==> src/hdl/ffba_pkg.sv <==
`timescale 1ns / 1ps

package ffba_pkg;

  // table and address geometry
  localparam int MaxBlocks = 64;
  localparam int AddrBits  = 20;
  localparam int ArenaW    = 20;
  localparam int HdrW      = 7;
  localparam int CntW      = $clog2(MaxBlocks + 1);

  // the ring pass: one shift per table slot plus the merge queue lag
  localparam int PassLag = 4;
  localparam int PassLen = MaxBlocks + PassLag;
  localparam int TW      = $clog2(PassLen + 1);

  // merge queue
  localparam int QDepth = PassLag;
  localparam int QPtrW  = $clog2(QDepth);

  // configuration register indexes
  localparam int CfgIdxW = 1;
  localparam logic [CfgIdxW-1:0] CfgArena  = 1'd0;
  localparam logic [CfgIdxW-1:0] CfgHeader = 1'd1;

  // opcodes
  localparam logic OpAlloc = 1'b0;
  localparam logic OpFree  = 1'b1;

  // status codes
  localparam logic [2:0] StatDone      = 3'd0;
  localparam logic [2:0] StatZeroSize  = 3'd1;
  localparam logic [2:0] StatArenaFull = 3'd2;
  localparam logic [2:0] StatTableFull = 3'd3;
  localparam logic [2:0] StatUnknown   = 3'd4;

  typedef struct packed {
    logic                opcode;
    logic [AddrBits-1:0] request_size;
    logic [AddrBits-1:0] address_in;
  } req_t;

  typedef struct packed {
    logic [AddrBits-1:0] address_out;
    logic [2:0]          status;
  } rsp_t;

  // one table entry: header offset, payload size, vacant flag
  typedef struct packed {
    logic [AddrBits-1:0] start;
    logic [AddrBits-1:0] size;
    logic                vacant;
  } entry_t;

  typedef struct packed {
    logic in_valid;
    logic flush;
    logic pop;
  } merge_ctrl_t;

endpackage

==> src/hdl/ffba_cell.sv <==
`timescale 1ns / 1ps

module ffba_cell (
  input  logic            clk_i,
  input  logic            shift_i,
  input  ffba_pkg::entry_t d_i,
  output ffba_pkg::entry_t q_o
);

  ffba_pkg::entry_t entry_q;

  // take the neighbor's entry on every shift of the ring
  always_ff @(posedge clk_i) begin
    if (shift_i) begin
      entry_q <= d_i;
    end
  end

  assign q_o = entry_q;

endmodule

==> src/hdl/ffba_merge.sv <==
`timescale 1ns / 1ps

module ffba_merge (
  input  logic                        clk_i,
  input  logic                        rst_ni,
  input  ffba_pkg::merge_ctrl_t       ctrl_i,
  input  ffba_pkg::entry_t            in_entry_i,
  input  logic [ffba_pkg::HdrW-1:0]   hdr_i,
  output logic                        push_o,
  output logic                        q_empty_o,
  output ffba_pkg::entry_t            out_entry_o
);

  ffba_pkg::entry_t                 pend_q;
  logic                             pend_vld_q;
  ffba_pkg::entry_t                 mem_q [ffba_pkg::QDepth];
  logic [ffba_pkg::QPtrW-1:0]       wr_ptr_q;
  logic [ffba_pkg::QPtrW-1:0]       rd_ptr_q;
  logic [ffba_pkg::QPtrW:0]         fill_q;
  logic [ffba_pkg::QPtrW:0]         fill_d;
  logic                             can_merge;
  logic                             push;
  logic                             pop;
  ffba_pkg::entry_t                 merged;

  // a vacant run absorbs the next vacant entry and one header
  always_comb begin
    merged      = pend_q;
    merged.size = pend_q.size + ffba_pkg::AddrBits'(hdr_i) + in_entry_i.size;
  end

  assign can_merge = ctrl_i.in_valid && pend_vld_q && pend_q.vacant && in_entry_i.vacant;
  assign push      = pend_vld_q && ((ctrl_i.in_valid && !can_merge) || ctrl_i.flush);
  assign pop       = ctrl_i.pop && (fill_q != '0);

  always_comb begin
    fill_d = fill_q;
    if (push && !pop) begin
      fill_d = fill_q + 1'b1;
    end else if (pop && !push) begin
      fill_d = fill_q - 1'b1;
    end
  end

  // control state
  always_ff @(posedge clk_i or negedge rst_ni) begin
    if (!rst_ni) begin
      pend_vld_q <= 1'b0;
      wr_ptr_q   <= '0;
      rd_ptr_q   <= '0;
      fill_q     <= '0;
    end else begin
      if (ctrl_i.in_valid) begin
        pend_vld_q <= 1'b1;
      end else if (ctrl_i.flush) begin
        pend_vld_q <= 1'b0;
      end
      if (push) begin
        wr_ptr_q <= wr_ptr_q + 1'b1;
      end
      if (pop) begin
        rd_ptr_q <= rd_ptr_q + 1'b1;
      end
      fill_q <= fill_d;
    end
  end

  // run register and finished-entry queue
  always_ff @(posedge clk_i) begin
    if (ctrl_i.in_valid) begin
      pend_q <= can_merge ? merged : in_entry_i;
    end
    if (push) begin
      mem_q[wr_ptr_q] <= pend_q;
    end
  end

  assign push_o      = push;
  assign q_empty_o   = (fill_q == '0);
  assign out_entry_o = mem_q[rd_ptr_q];

  // queue never overflows within a pass
  assert property (@(posedge clk_i) disable iff (!rst_ni)
    (push && !pop) |-> (fill_q < ffba_pkg::QDepth))
    else $error("merge queue overflow");

  // an entry and the end of the stream never arrive together
  assert property (@(posedge clk_i) disable iff (!rst_ni)
    !(ctrl_i.in_valid && ctrl_i.flush))
    else $error("entry and flush in the same cycle");

endmodule

==> src/hdl/first_fit_block_allocator.sv <==
`timescale 1ns / 1ps
// a zero-size allocate or a null free is answered in the cycle after its input transfer;
// otherwise the result comes at the end of one ring pass, in which the table ring streams
// every entry once past the search and merge logic
// one item in flight; the next transfer is taken the cycle after the result transfer
// reset: asynchronous active low, table empty, heap top 0, arena 65536, header 24

module first_fit_block_allocator (
  input  logic                            clk_i,
  input  logic                            rst_ni,
  input  logic                            in_valid_i,
  output logic                            in_stall_o,
  input  ffba_pkg::req_t                  in_data_i,
  output logic                            out_valid_o,
  input  logic                            out_stall_i,
  output ffba_pkg::rsp_t                  out_data_o,
  input  logic                            cfg_we_i,
  input  logic [ffba_pkg::CfgIdxW-1:0]    cfg_idx_i,
  input  logic [ffba_pkg::ArenaW-1:0]     cfg_data_i
);

  localparam int NeedW = ffba_pkg::AddrBits + 2;

  localparam logic [1:0] StIdle = 2'd0;
  localparam logic [1:0] StPass = 2'd1;
  localparam logic [1:0] StOut  = 2'd2;

  logic [1:0]                       state_q;
  logic [1:0]                       state_d;
  logic [ffba_pkg::ArenaW-1:0]      arena_q;
  logic [ffba_pkg::HdrW-1:0]        hdr_q;
  logic [ffba_pkg::CntW-1:0]        count_q;
  logic [ffba_pkg::AddrBits-1:0]    heap_top_q;
  logic [ffba_pkg::TW-1:0]          t_q;
  logic [ffba_pkg::CntW-1:0]        pcnt_q;
  logic                             found_q;
  logic                             appended_q;
  ffba_pkg::req_t                   req_q;
  logic [NeedW-1:0]                 need_q;
  logic                             full_q;
  logic [ffba_pkg::AddrBits-1:0]    addr_q;
  ffba_pkg::rsp_t                   rsp_q;

  logic                             accept;
  logic                             shift;
  logic [NeedW-1:0]                 need_d;
  ffba_pkg::entry_t                 cell_q [ffba_pkg::MaxBlocks];
  ffba_pkg::entry_t                 head;
  ffba_pkg::entry_t                 tail;
  ffba_pkg::entry_t                 in_entry;
  logic [ffba_pkg::AddrBits-1:0]    head_pay;
  logic                             is_alloc;
  logic                             real_entry;
  logic                             fit;
  logic                             hit;
  logic                             append_now;
  logic                             last_cycle;
  logic [ffba_pkg::TW-1:0]          t_count;
  ffba_pkg::merge_ctrl_t            mctrl;
  logic                             push;
  logic                             q_empty;
  ffba_pkg::rsp_t                   rsp_end;

  assign accept      = in_valid_i && (state_q == StIdle);
  assign in_stall_o  = (state_q != StIdle);
  assign out_valid_o = (state_q == StOut);
  assign out_data_o  = rsp_q;
  assign shift       = (state_q == StPass);
  assign last_cycle  = shift && (t_q == ffba_pkg::TW'(ffba_pkg::PassLen - 1));

  // end of the heap if the request were appended
  assign need_d = NeedW'(heap_top_q) + NeedW'(hdr_q) + NeedW'(in_data_i.request_size);

  // ring of table cells, the head feeds the search and the merge queue refills the tail
  for (genvar k = 0; k < ffba_pkg::MaxBlocks; k++) begin : g_cell
    if (k == ffba_pkg::MaxBlocks - 1) begin : g_tail
      ffba_cell u_cell (
        .clk_i   (clk_i),
        .shift_i (shift),
        .d_i     (tail),
        .q_o     (cell_q[k])
      );
    end else begin : g_body
      ffba_cell u_cell (
        .clk_i   (clk_i),
        .shift_i (shift),
        .d_i     (cell_q[k+1]),
        .q_o     (cell_q[k])
      );
    end
  end

  // search and update at the head of the ring
  assign head       = cell_q[0];
  assign head_pay   = head.start + ffba_pkg::AddrBits'(hdr_q);
  assign is_alloc   = (req_q.opcode == ffba_pkg::OpAlloc);
  assign t_count    = ffba_pkg::TW'(count_q);
  assign real_entry = shift && (t_q < t_count);
  assign fit        = is_alloc && !found_q && head.vacant &&
                      (head.size >= req_q.request_size);
  assign hit        = !is_alloc && !found_q && (head_pay == req_q.address_in);
  assign append_now = shift && (t_q == t_count) && is_alloc && !found_q && !full_q &&
                      (count_q < ffba_pkg::CntW'(ffba_pkg::MaxBlocks));

  always_comb begin
    in_entry = head;
    if (real_entry && fit) begin
      in_entry.vacant = 1'b0;
    end
    if (real_entry && hit) begin
      in_entry.vacant = 1'b1;
    end
    if (append_now) begin
      in_entry.start  = heap_top_q;
      in_entry.size   = req_q.request_size;
      in_entry.vacant = 1'b0;
    end
  end

  // merge control: stream entries, close the last run, drain after the lag
  always_comb begin
    mctrl.in_valid = real_entry || append_now;
    mctrl.flush    = shift && ((appended_q && (t_q == t_count + 1'b1)) ||
                               (!appended_q && (t_q == t_count) && !append_now));
    mctrl.pop      = shift && (t_q >= ffba_pkg::TW'(ffba_pkg::PassLag));
  end

  ffba_merge u_merge (
    .clk_i       (clk_i),
    .rst_ni      (rst_ni),
    .ctrl_i      (mctrl),
    .in_entry_i  (in_entry),
    .hdr_i       (hdr_q),
    .push_o      (push),
    .q_empty_o   (q_empty),
    .out_entry_o (tail)
  );

  // result at the end of the pass
  always_comb begin
    rsp_end.address_out = '0;
    rsp_end.status      = ffba_pkg::StatDone;
    if (is_alloc) begin
      if (found_q || appended_q) begin
        rsp_end.address_out = addr_q;
      end else if (full_q) begin
        rsp_end.status = ffba_pkg::StatArenaFull;
      end else begin
        rsp_end.status = ffba_pkg::StatTableFull;
      end
    end else if (!found_q) begin
      rsp_end.status = ffba_pkg::StatUnknown;
    end
  end

  // sequencer
  always_comb begin
    state_d = state_q;
    case (state_q)
      StIdle: begin
        if (accept) begin
          if ((in_data_i.opcode == ffba_pkg::OpAlloc) && (in_data_i.request_size == '0)) begin
            state_d = StOut;
          end else if ((in_data_i.opcode == ffba_pkg::OpFree) &&
                       (in_data_i.address_in == '0)) begin
            state_d = StOut;
          end else begin
            state_d = StPass;
          end
        end
      end
      StPass: begin
        if (last_cycle) begin
          state_d = StOut;
        end
      end
      StOut: begin
        if (!out_stall_i) begin
          state_d = StIdle;
        end
      end
      default: begin
        state_d = StIdle;
      end
    endcase
  end

  // control state and configuration
  always_ff @(posedge clk_i or negedge rst_ni) begin
    if (!rst_ni) begin
      state_q    <= StIdle;
      arena_q    <= ffba_pkg::ArenaW'(65536);
      hdr_q      <= ffba_pkg::HdrW'(24);
      count_q    <= '0;
      heap_top_q <= '0;
      t_q        <= '0;
      pcnt_q     <= '0;
      found_q    <= 1'b0;
      appended_q <= 1'b0;
    end else begin
      state_q <= state_d;
      if (cfg_we_i) begin
        case (cfg_idx_i)
          ffba_pkg::CfgArena:  arena_q <= cfg_data_i;
          ffba_pkg::CfgHeader: hdr_q   <= cfg_data_i[ffba_pkg::HdrW-1:0];
          default: begin
          end
        endcase
      end
      if (accept) begin
        t_q        <= '0;
        pcnt_q     <= '0;
        found_q    <= 1'b0;
        appended_q <= 1'b0;
      end
      if (shift) begin
        t_q <= t_q + 1'b1;
        if (push) begin
          pcnt_q <= pcnt_q + 1'b1;
        end
        if (real_entry && (fit || hit)) begin
          found_q <= 1'b1;
        end
        if (append_now) begin
          appended_q <= 1'b1;
        end
      end
      if (last_cycle) begin
        count_q <= pcnt_q + ffba_pkg::CntW'(push);
        if (appended_q) begin
          heap_top_q <= need_q[ffba_pkg::AddrBits-1:0];
        end
      end
    end
  end

  // request and result registers
  always_ff @(posedge clk_i) begin
    if (accept) begin
      req_q  <= in_data_i;
      need_q <= need_d;
      full_q <= (need_d > NeedW'(arena_q));
      rsp_q.address_out <= '0;
      rsp_q.status      <= (in_data_i.opcode == ffba_pkg::OpAlloc) ?
                           ffba_pkg::StatZeroSize : ffba_pkg::StatDone;
    end
    if (real_entry && fit) begin
      addr_q <= head_pay;
    end
    if (append_now) begin
      addr_q <= heap_top_q + ffba_pkg::AddrBits'(hdr_q);
    end
    if (last_cycle) begin
      rsp_q <= rsp_end;
    end
  end

  // table size stays within the ring
  assert property (@(posedge clk_i) disable iff (!rst_ni)
    count_q <= ffba_pkg::CntW'(ffba_pkg::MaxBlocks))
    else $error("block count beyond table size");

  // every finished entry has been written back once the pass is over
  assert property (@(posedge clk_i) disable iff (!rst_ni)
    last_cycle |=> q_empty)
    else $error("merge queue not drained at end of pass");

  // the heap top never moves down
  assert property (@(posedge clk_i) disable iff (!rst_ni)
    (state_q != StIdle) |=> (heap_top_q >= $past(heap_top_q)))
    else $error("heap top moved down");

endmodule

==> config.mk <==
export PLATFORM = sky130hd
export DESIGN_NAME = first_fit_block_allocator
export DESIGN_NICKNAME = d
export VERILOG_FILES = /design/src/hdl/ffba_pkg.sv /design/src/hdl/ffba_cell.sv /design/src/hdl/ffba_merge.sv /design/src/hdl/first_fit_block_allocator.sv
export SDC_FILE = /design/constraint.sdc
export NUM_CORES = 2
export LEC_CHECK = 0
export BUFFER_PORTS_ARGS = -buffer_cell sky130_fd_sc_hd__buf_4
export CAP_MARGIN = 15
export CORE_MARGIN = 5
export CORE_UTILIZATION = 35
export CTS_CLUSTER_DIAMETER = 50
export DETAILED_ROUTE_END_ITERATION = 12
export PLACE_DENSITY = 0.62
export SYNTH_ARGS = -nofsm -noshare
export SYNTH_HDL_FRONTEND = slang
export SYNTH_HIERARCHICAL = 1
export SYNTH_SLANG_ARGS = --single-unit
==> constraint.sdc <==
create_clock -name clk_i -period 96.8 [get_ports clk_i]
set_input_delay 29.04 -clock clk_i [delete_from_list [all_inputs] [get_ports clk_i]]
set_output_delay 29.04 -clock clk_i [all_outputs]
set_load 0.01 [all_outputs]
Word-level counts from Yosys, hierarchy flattened

Memory sizes are Yosys's and may differ from the RTL's. A register that Yosys moved wholly into a read port is not among the register bits.
Cells that the tools add are included.

Bits in registers: 2809
RAM bits: 164
Input port bits: 67
Output and inout bits: 25
Memories: 1

Memories:

| memory        | words | bits a word | rd ports | clocked after memory_dff | write ports | RTL line         | text |
|---|---|---|---|---|---|---|---|
| u_merge.mem_q | 4     | 41          | 1        | 1                        | 1           | ffba_merge.sv:16 | `ffba_pkg::entry_t mem_q [ffba_pkg::QDepth];` |

Add/subtract/negate cells: 14
$lt $le $gt $ge: 5
Equal/unequal tests: 9
Mux-type cells: 38
Bitwise operators: 4
Reduce and logical (&&, ||, !) cells: 58

Operators by type and width:

| kind                | count |
|---|---|
| $mux 20             | 4 |
| $add 20x7->20       | 3 |
| $mux 23             | 2 |
| $mux 41             | 1 |
| $logic_not 20->1    | 2 |
| $mux 7              | 5 |
| $logic_and 1x1->1   | 31 |
| $add 21x20->22      | 1 |
| $gt 22x20->1        | 1 |
| $add 20x7->21       | 1 |
| $add 7x1->7 const B | 3 |
| $mux 21             | 1 |
| $add 20x20->20      | 1 |
| $eq 20x20->1        | 1 |
| $ge 20x20->1        | 1 |
| $eq 7x7->1          | 2 |
| $mux 1              | 14 |
| $mux 2              | 6 |
| $mux 3              | 4 |
| $reduce_bool 2->1   | 6 |
| $reduce_and 2->1    | 4 |
| $add 7x1->7         | 1 |
| $eq 7x7->1 const B  | 1 |
| $ge 7x3->1 const B  | 1 |
| 16 further kinds    | 31 |

Longest topological paths before layout

Word-level depth: 18
Depth in mapped cells: 22
Mapped depth without buffers: 22

Modules after synthesis

Netlist, hierarchy kept.

Modules (own cells, without submodules):

| module                    | times used | cells an instance | area each (sq um) |
|---|---|---|---|
| ffba_cell                 | 64         | 41                | 1231.2 |
| first_fit_block_allocator | 1          | 1139              | 11431.0 |
| ffba_merge                | 1          | 489               | 9029.9 |

Worst setup path after synthesis

OpenSTA, ideal clock, no wires.

Path kind: register to register
From: register state_q[1]
To: register rsp_q, in the netlist out_data_o[0], enable pin
Setup time: 0.475 ns
Arrival: 92.547 ns
Required time: 96.325 ns
Setup slack: 3.778 ns
Stages on the path, launching flop included: 7
Buffers on the path: 2
Period minus slack after synthesis: 93.022 ns
Cell sequence: dfrtp_1 nand2b_1 buf_2 inv_1 clkbuf_1 nand2_1 nand2_1

Cells in the longest elaborated chain, start to end: 3
Elaborated cells between the ends (all ways): 5
Classes of those cells: eq/ne (1); reduce/logical (4)

Ends and longest elaborated chain:

| item                               | RTL line                         | text |
|---|---|---|
| start: declaration                 | first_fit_block_allocator.sv:28  | `logic [1:0] state_q;` |
| start signal: assignment           | first_fit_block_allocator.sv:191 | `state_q <= StIdle;` |
| start signal: assignment           | first_fit_block_allocator.sv:201 | `state_q <= state_d;` |
| $eq 2x1->1                         | first_fit_block_allocator.sv:68  | `assign shift = (state_q == StPass);` |
| via shift                          | first_fit_block_allocator.sv:45  | `logic shift;` |
| $logic_and 1x1->1                  | first_fit_block_allocator.sv:69  | `assign last_cycle = shift && (t_q == ffba_pkg::TW'(ffba_pkg::PassLen - 1));` |
| $reduce_bool 2->1 (no source line) | -                                |  |
| end signal: assignment             | first_fit_block_allocator.sv:254 | `rsp_q <= rsp_end;` |
| end: declaration                   | first_fit_block_allocator.sv:42  | `ffba_pkg::rsp_t rsp_q;` |

The timed path passes the listed nets, and every way through them passes these cells.
A chain may end at the register's enable or synchronous reset.

Worst setup path after layout

From: input port in_data_i[21] in the netlist's numbering
To: register full_q (data pin)

Cells in the longest elaborated chain, start to end: 2

Ends and longest elaborated chain:

| item                   | RTL line                         | text |
|---|---|---|
| start: declaration     | first_fit_block_allocator.sv:13  | `input ffba_pkg::req_t in_data_i,` |
| $add 21x20->22         | first_fit_block_allocator.sv:72  | `assign need_d = NeedW'(heap_top_q) + NeedW'(hdr_q) + NeedW'(in_data_i.request_size);` |
| via need_d[15]         | first_fit_block_allocator.sv:46  | `logic [NeedW-1:0] need_d;` |
| $gt 22x20->1           | first_fit_block_allocator.sv:242 | `full_q <= (need_d > NeedW'(arena_q));` |
| end signal: assignment | first_fit_block_allocator.sv:242 |  |
| end: declaration       | first_fit_block_allocator.sv:40  | `logic full_q;` |

The timed path passes the listed nets, and every way through them passes these cells.

==> results.py <==
metrics = {
    "route": {
        "num_vias": 38555,
        "ant_nets": 0,
        "wl_per_cell_um": 18.2,
        "viasPerCell": 4.49,
        "drt_iter0_markers": 3587,
        "firstDrtPassIters": 7,
        "drc": 0,
        "routed_wirelength_um": 156000,
    },
    "synth": {
        "synth_edf_count": 2934,
        "synth_nets": 4472,
        "syn-instance-count": 4252,
        "ys.flop_type": "edfxtp_1",
        "ys_ff_latch": 3014,
        "async_flop_share_pct": 2.65,
        "synth_area_per_cell_um2": 23.3,
        "syn_area_um2": 99300,
        "seq_area_frac_synth_pct": 90.8,
        "yosysWarnings": 6,
        "synth.distinct_cells": 84,
    },
    "grt": {
        "grt_max_degree": 206,
        "grt_pass1_vias": 38410,
        "grt_overflow": 0,
        "antenna_found_initial": 16,
        "grt_first_pass_wirelength_um": 236000,
        "gr-usage-all-layers_pct": 10.4,
    },
    "die": {
        "rows": 195,
        "io_pins": 92,
        "core_um2": 282000,
        "die_y_um": 543,
        "dieArea_um2": 294000,
        "dieWidth_um": 543,
        "initial_core_util_pct": 35.2,
    },
    "pwr": {
        "peakVddDrop_v": 0.0000318,
        "power.leakage_nw": 38.9,
        "p_per_area_nw_per_um2": 38.5,
        "power.total_mw": 4.38,
    },
    "setup_path": {
        "rr_worst_depth": 19,
        "crit_arrival_ns": 33.11,
        "cp_max_fo": 4,
        "end_kind": "register",
        "cp.required_ns": 97.33,
        "cp-start-kind": "input pin",
        "crit_type": "input pin to register",
        "path_delay_family": "compound AO/OA/AOI/OAI gates",
        "cp_num_buf_inv": 5,
        "slowest_stage": "fa_1",
        "crit_path_max_incr_delay_ns": 0.46,
        "cp_num_cells": 23,
        "path_cells": "buf_4 -> inv_1 -> fa_1 -> inv_1 -> ha_1 -> inv_1 -> fa_1 -> nor2b_1 -> o31a_1 -> o21ai_1 -> a21oi_1 -> a21oi_1 -> inv_1 -> a21oi_1 -> xnor2_1 -> ha_1 -> a21o_1 -> a21oi_1 -> nor2b_1 -> o21ai_0 -> nand2b_1 -> a221oi_1 -> o22ai_1",
    },
    "cts": {
        "cts_buffers": 294,
        "clk_path_buf_depth": 4,
        "cts.sinks": 3014,
        "cts_hold_buf": 0,
        "cts_setup_buffers": 0,
        "clockRootBuffer": "clkbuf_16",
        "cts_tree": "built",
        "clk_pin_slew_ns": 0.06,
        "clk_latency_ns": 0.82,
        "post_cts_resize_count": 0,
        "h-tree-depth": 5,
    },
    "final_layout": {
        "multi_input_area_um2": 8520,
        "nets": 4842,
        "area_growth_pct": 14.7,
        "seq_area_um2": 90100,
        "drive_gt1_share_pct": 13.3,
        "fill_cells": 24319,
    },
    "sta": {
        "grt_setup_unrepaired": "false",
        "fin_hold_ws_ns": 0.380,
        "fmax_ghz": 0.0307,
        "clock_skew_ns": 0.0449,
        "fin_setup_tns_ns": 0,
        "final_max_slew_viol_count": 0,
        "setup_viol_count_final": 0,
        "hold_violations": 0,
        "max_slew_margin_pct": 14.3,
        "timing.final.crit_period_ns": 32.58,
        "setup_slack_ns": 64.22,
        "min_period_over_period_pct": 33.7,
        "tightest_slew_ns": 1.27,
    },
    "place": {
        "dp_slack_ns": 63.40,
        "routabilityCongestion": 0.803,
        "io_buffers": 91,
        "dp_hpwl_um": 90800,
    },
    "worst_hold_path": {
        "worstHoldPathCells": 0,
        "min_path_type": "register to register",
    },
    "flow_run": {
        "drv_cap": 0,
    },
    "status": {
        "outcome": "finished clean",
    },
}
area by class of cell:
type | count | area share, %
Clock buffer | 351 | 6.77
Antenna cell | 5 | 0.0110
Clock inverter | 163 | 1.17
Timing Repair Buffer | 135 | 0.963
Sequential cell | 3014 | 79.2
Tap cell | 3743 | 4.11
Inverter | 95 | 0.320
Multi-Input combinational cell | 1082 | 7.49
per-layer routing:
| metal | GRT usage [%] | vias to the layer above | share of wire, % |
|---|---|---|---|
| met4 | 4.25 | 2 | 3.7 |
| li1 | - | 17589 | - |
| met3 | 2.19 | 334 | 5.2 |
| met2 | 14.8 | 795 | 44 |
| met5 | 0 | - | 0.0083 |
| met1 | 15.4 | 19835 | 48 |
synthesized netlist by cell type, types with 3 or more instances:
library cell	instances	area, um2
mux2_2	32	360
nand3b_1	3	22.5
mux2i_1	7	70.1
edfxtp_1	2934	88100
a22o_1	4	35.0
and4_1	6	52.6
o22ai_1	3	18.8
or3_1	11	68.8
xnor2_1	45	394
o211ai_1	13	97.6
buf_6	5	56.3
a31oi_1	7	43.8
nor2b_1	16	100
and2_1	33	206
and3_1	10	62.6
a21o_1	18	135
inv_1	95	357
nor4_1	16	100
clkbuf_1	38	143
o21a_1	14	105
nor4b_1	3	26.3
nand2_1	179	672
dfstp_2	3	78.8
mux4_2	41	923
or4_1	5	37.5
o21ai_0	99	495
a2111oi_0	4	35.0
o31a_1	4	35.0
nor2_1	59	221
nand2b_1	15	93.8
dfrtp_1	77	1930
o31ai_1	12	90.1
nand4_1	28	175
buf_2	15	75.1
o221ai_1	4	35.0
nand3_1	25	125
nor3b_1	4	30.0
ha_1	134	1680
fa_1	19	380
a211oi_1	16	120
nor3_1	23	115
a21oi_1	65	325
xor2_1	51	447
o21bai_1	5	37.5
report_power, final:
part	switching, mW	internal [mW]	total, mW
clock	0.461	0.611	1.07
sequential	0.221	2.46	2.68
combinational	0.480	0.151	0.631
total	1.16	3.22	4.38
cell usage in the layout, fill, tap and decap left out, types with 50 or more instances in the layout:
cell type,netlist,routed
edfxtp_1,2934,2934
clkbuf_16,0,300
nand2_1,179,179
ha_1,134,134
buf_4,1,129
o21ai_0,99,99
inv_1,95,93
dfrtp_1,77,76
clkinv_1,0,67
a21oi_1,65,65
nor2_1,59,59
xor2_1,51,51
clkbuf_1,38,50
path summary, 6_finish.rpt:
check / end / slack, ns / start
worst max-delay path: full_q / 64.22 / in_data_i[21]
worst min-delay path: g_cell[37].g_body.u_cell/q_o[4] / 0.38 / g_cell[38].g_body.u_cell/q_o[4]
worst max register to register: u_merge/fill_q[1] / 90.82 / hdr_q[0]
worst min register to register: g_cell[37].g_body.u_cell/q_o[4] / 0.38 / g_cell[38].g_body.u_cell/q_o[4]
max in group asynchronous: u_merge/rd_ptr_q[0] / 67.46 / rst_ni
min in group asynchronous: heap_top_q[17] / 28.21 / rst_ni
cells by family (layout without fill, tap and decap cells):
logic type / after synthesis / count (layout) / synth area share [%]
multiplexers: 80 / 80 / 1.36
AO/OA/AOI/OAI: 305 / 305 / 2.01
buffers and inverters: 156 / 744 / 0.650
flip-flops: 3014 / 3014 / 90.8
other: 0 / 5 / 0
adder cells (fa/ha/maj): 153 / 153 / 2.07
AND/OR/NAND/NOR: 446 / 446 / 2.23
XOR/XNOR: 98 / 98 / 0.886
worst register-to-register path: cells and delay by family (launching register included):
kind            cells  cell delay (ns)
compound gates      3             1.12
xor+xnor            1             0.17
fa+ha+maj           4             1.57
buf+inv             3             0.42
flops               1             0.55
mux                 1             0.27
simple gates        7             1.77
sequential cells by signal, summed over array words and instances, names as in the netlist, 21 cells and up:
register                  flops
g_cell.g_body.u_cell/q_o   2583
g_cell.g_tail.u_cell/q_o     41
req_q                        41
u_merge/merged               21
u_merge/mem_q               164
out_data_o                   23
per-stage QoR:
step                      cell area (um2)  utilization [%]  instances
after global placement             105000             37.1       8068
after CTS                          114000             40.3       8582
final                              114000             40.3       8588
after floorplan                     99300                -       4252
after global routing               114000             40.3       8586
after detailed placement           105000             37.1       8068
No activity file was read; power rests on OpenSTA's default activity.
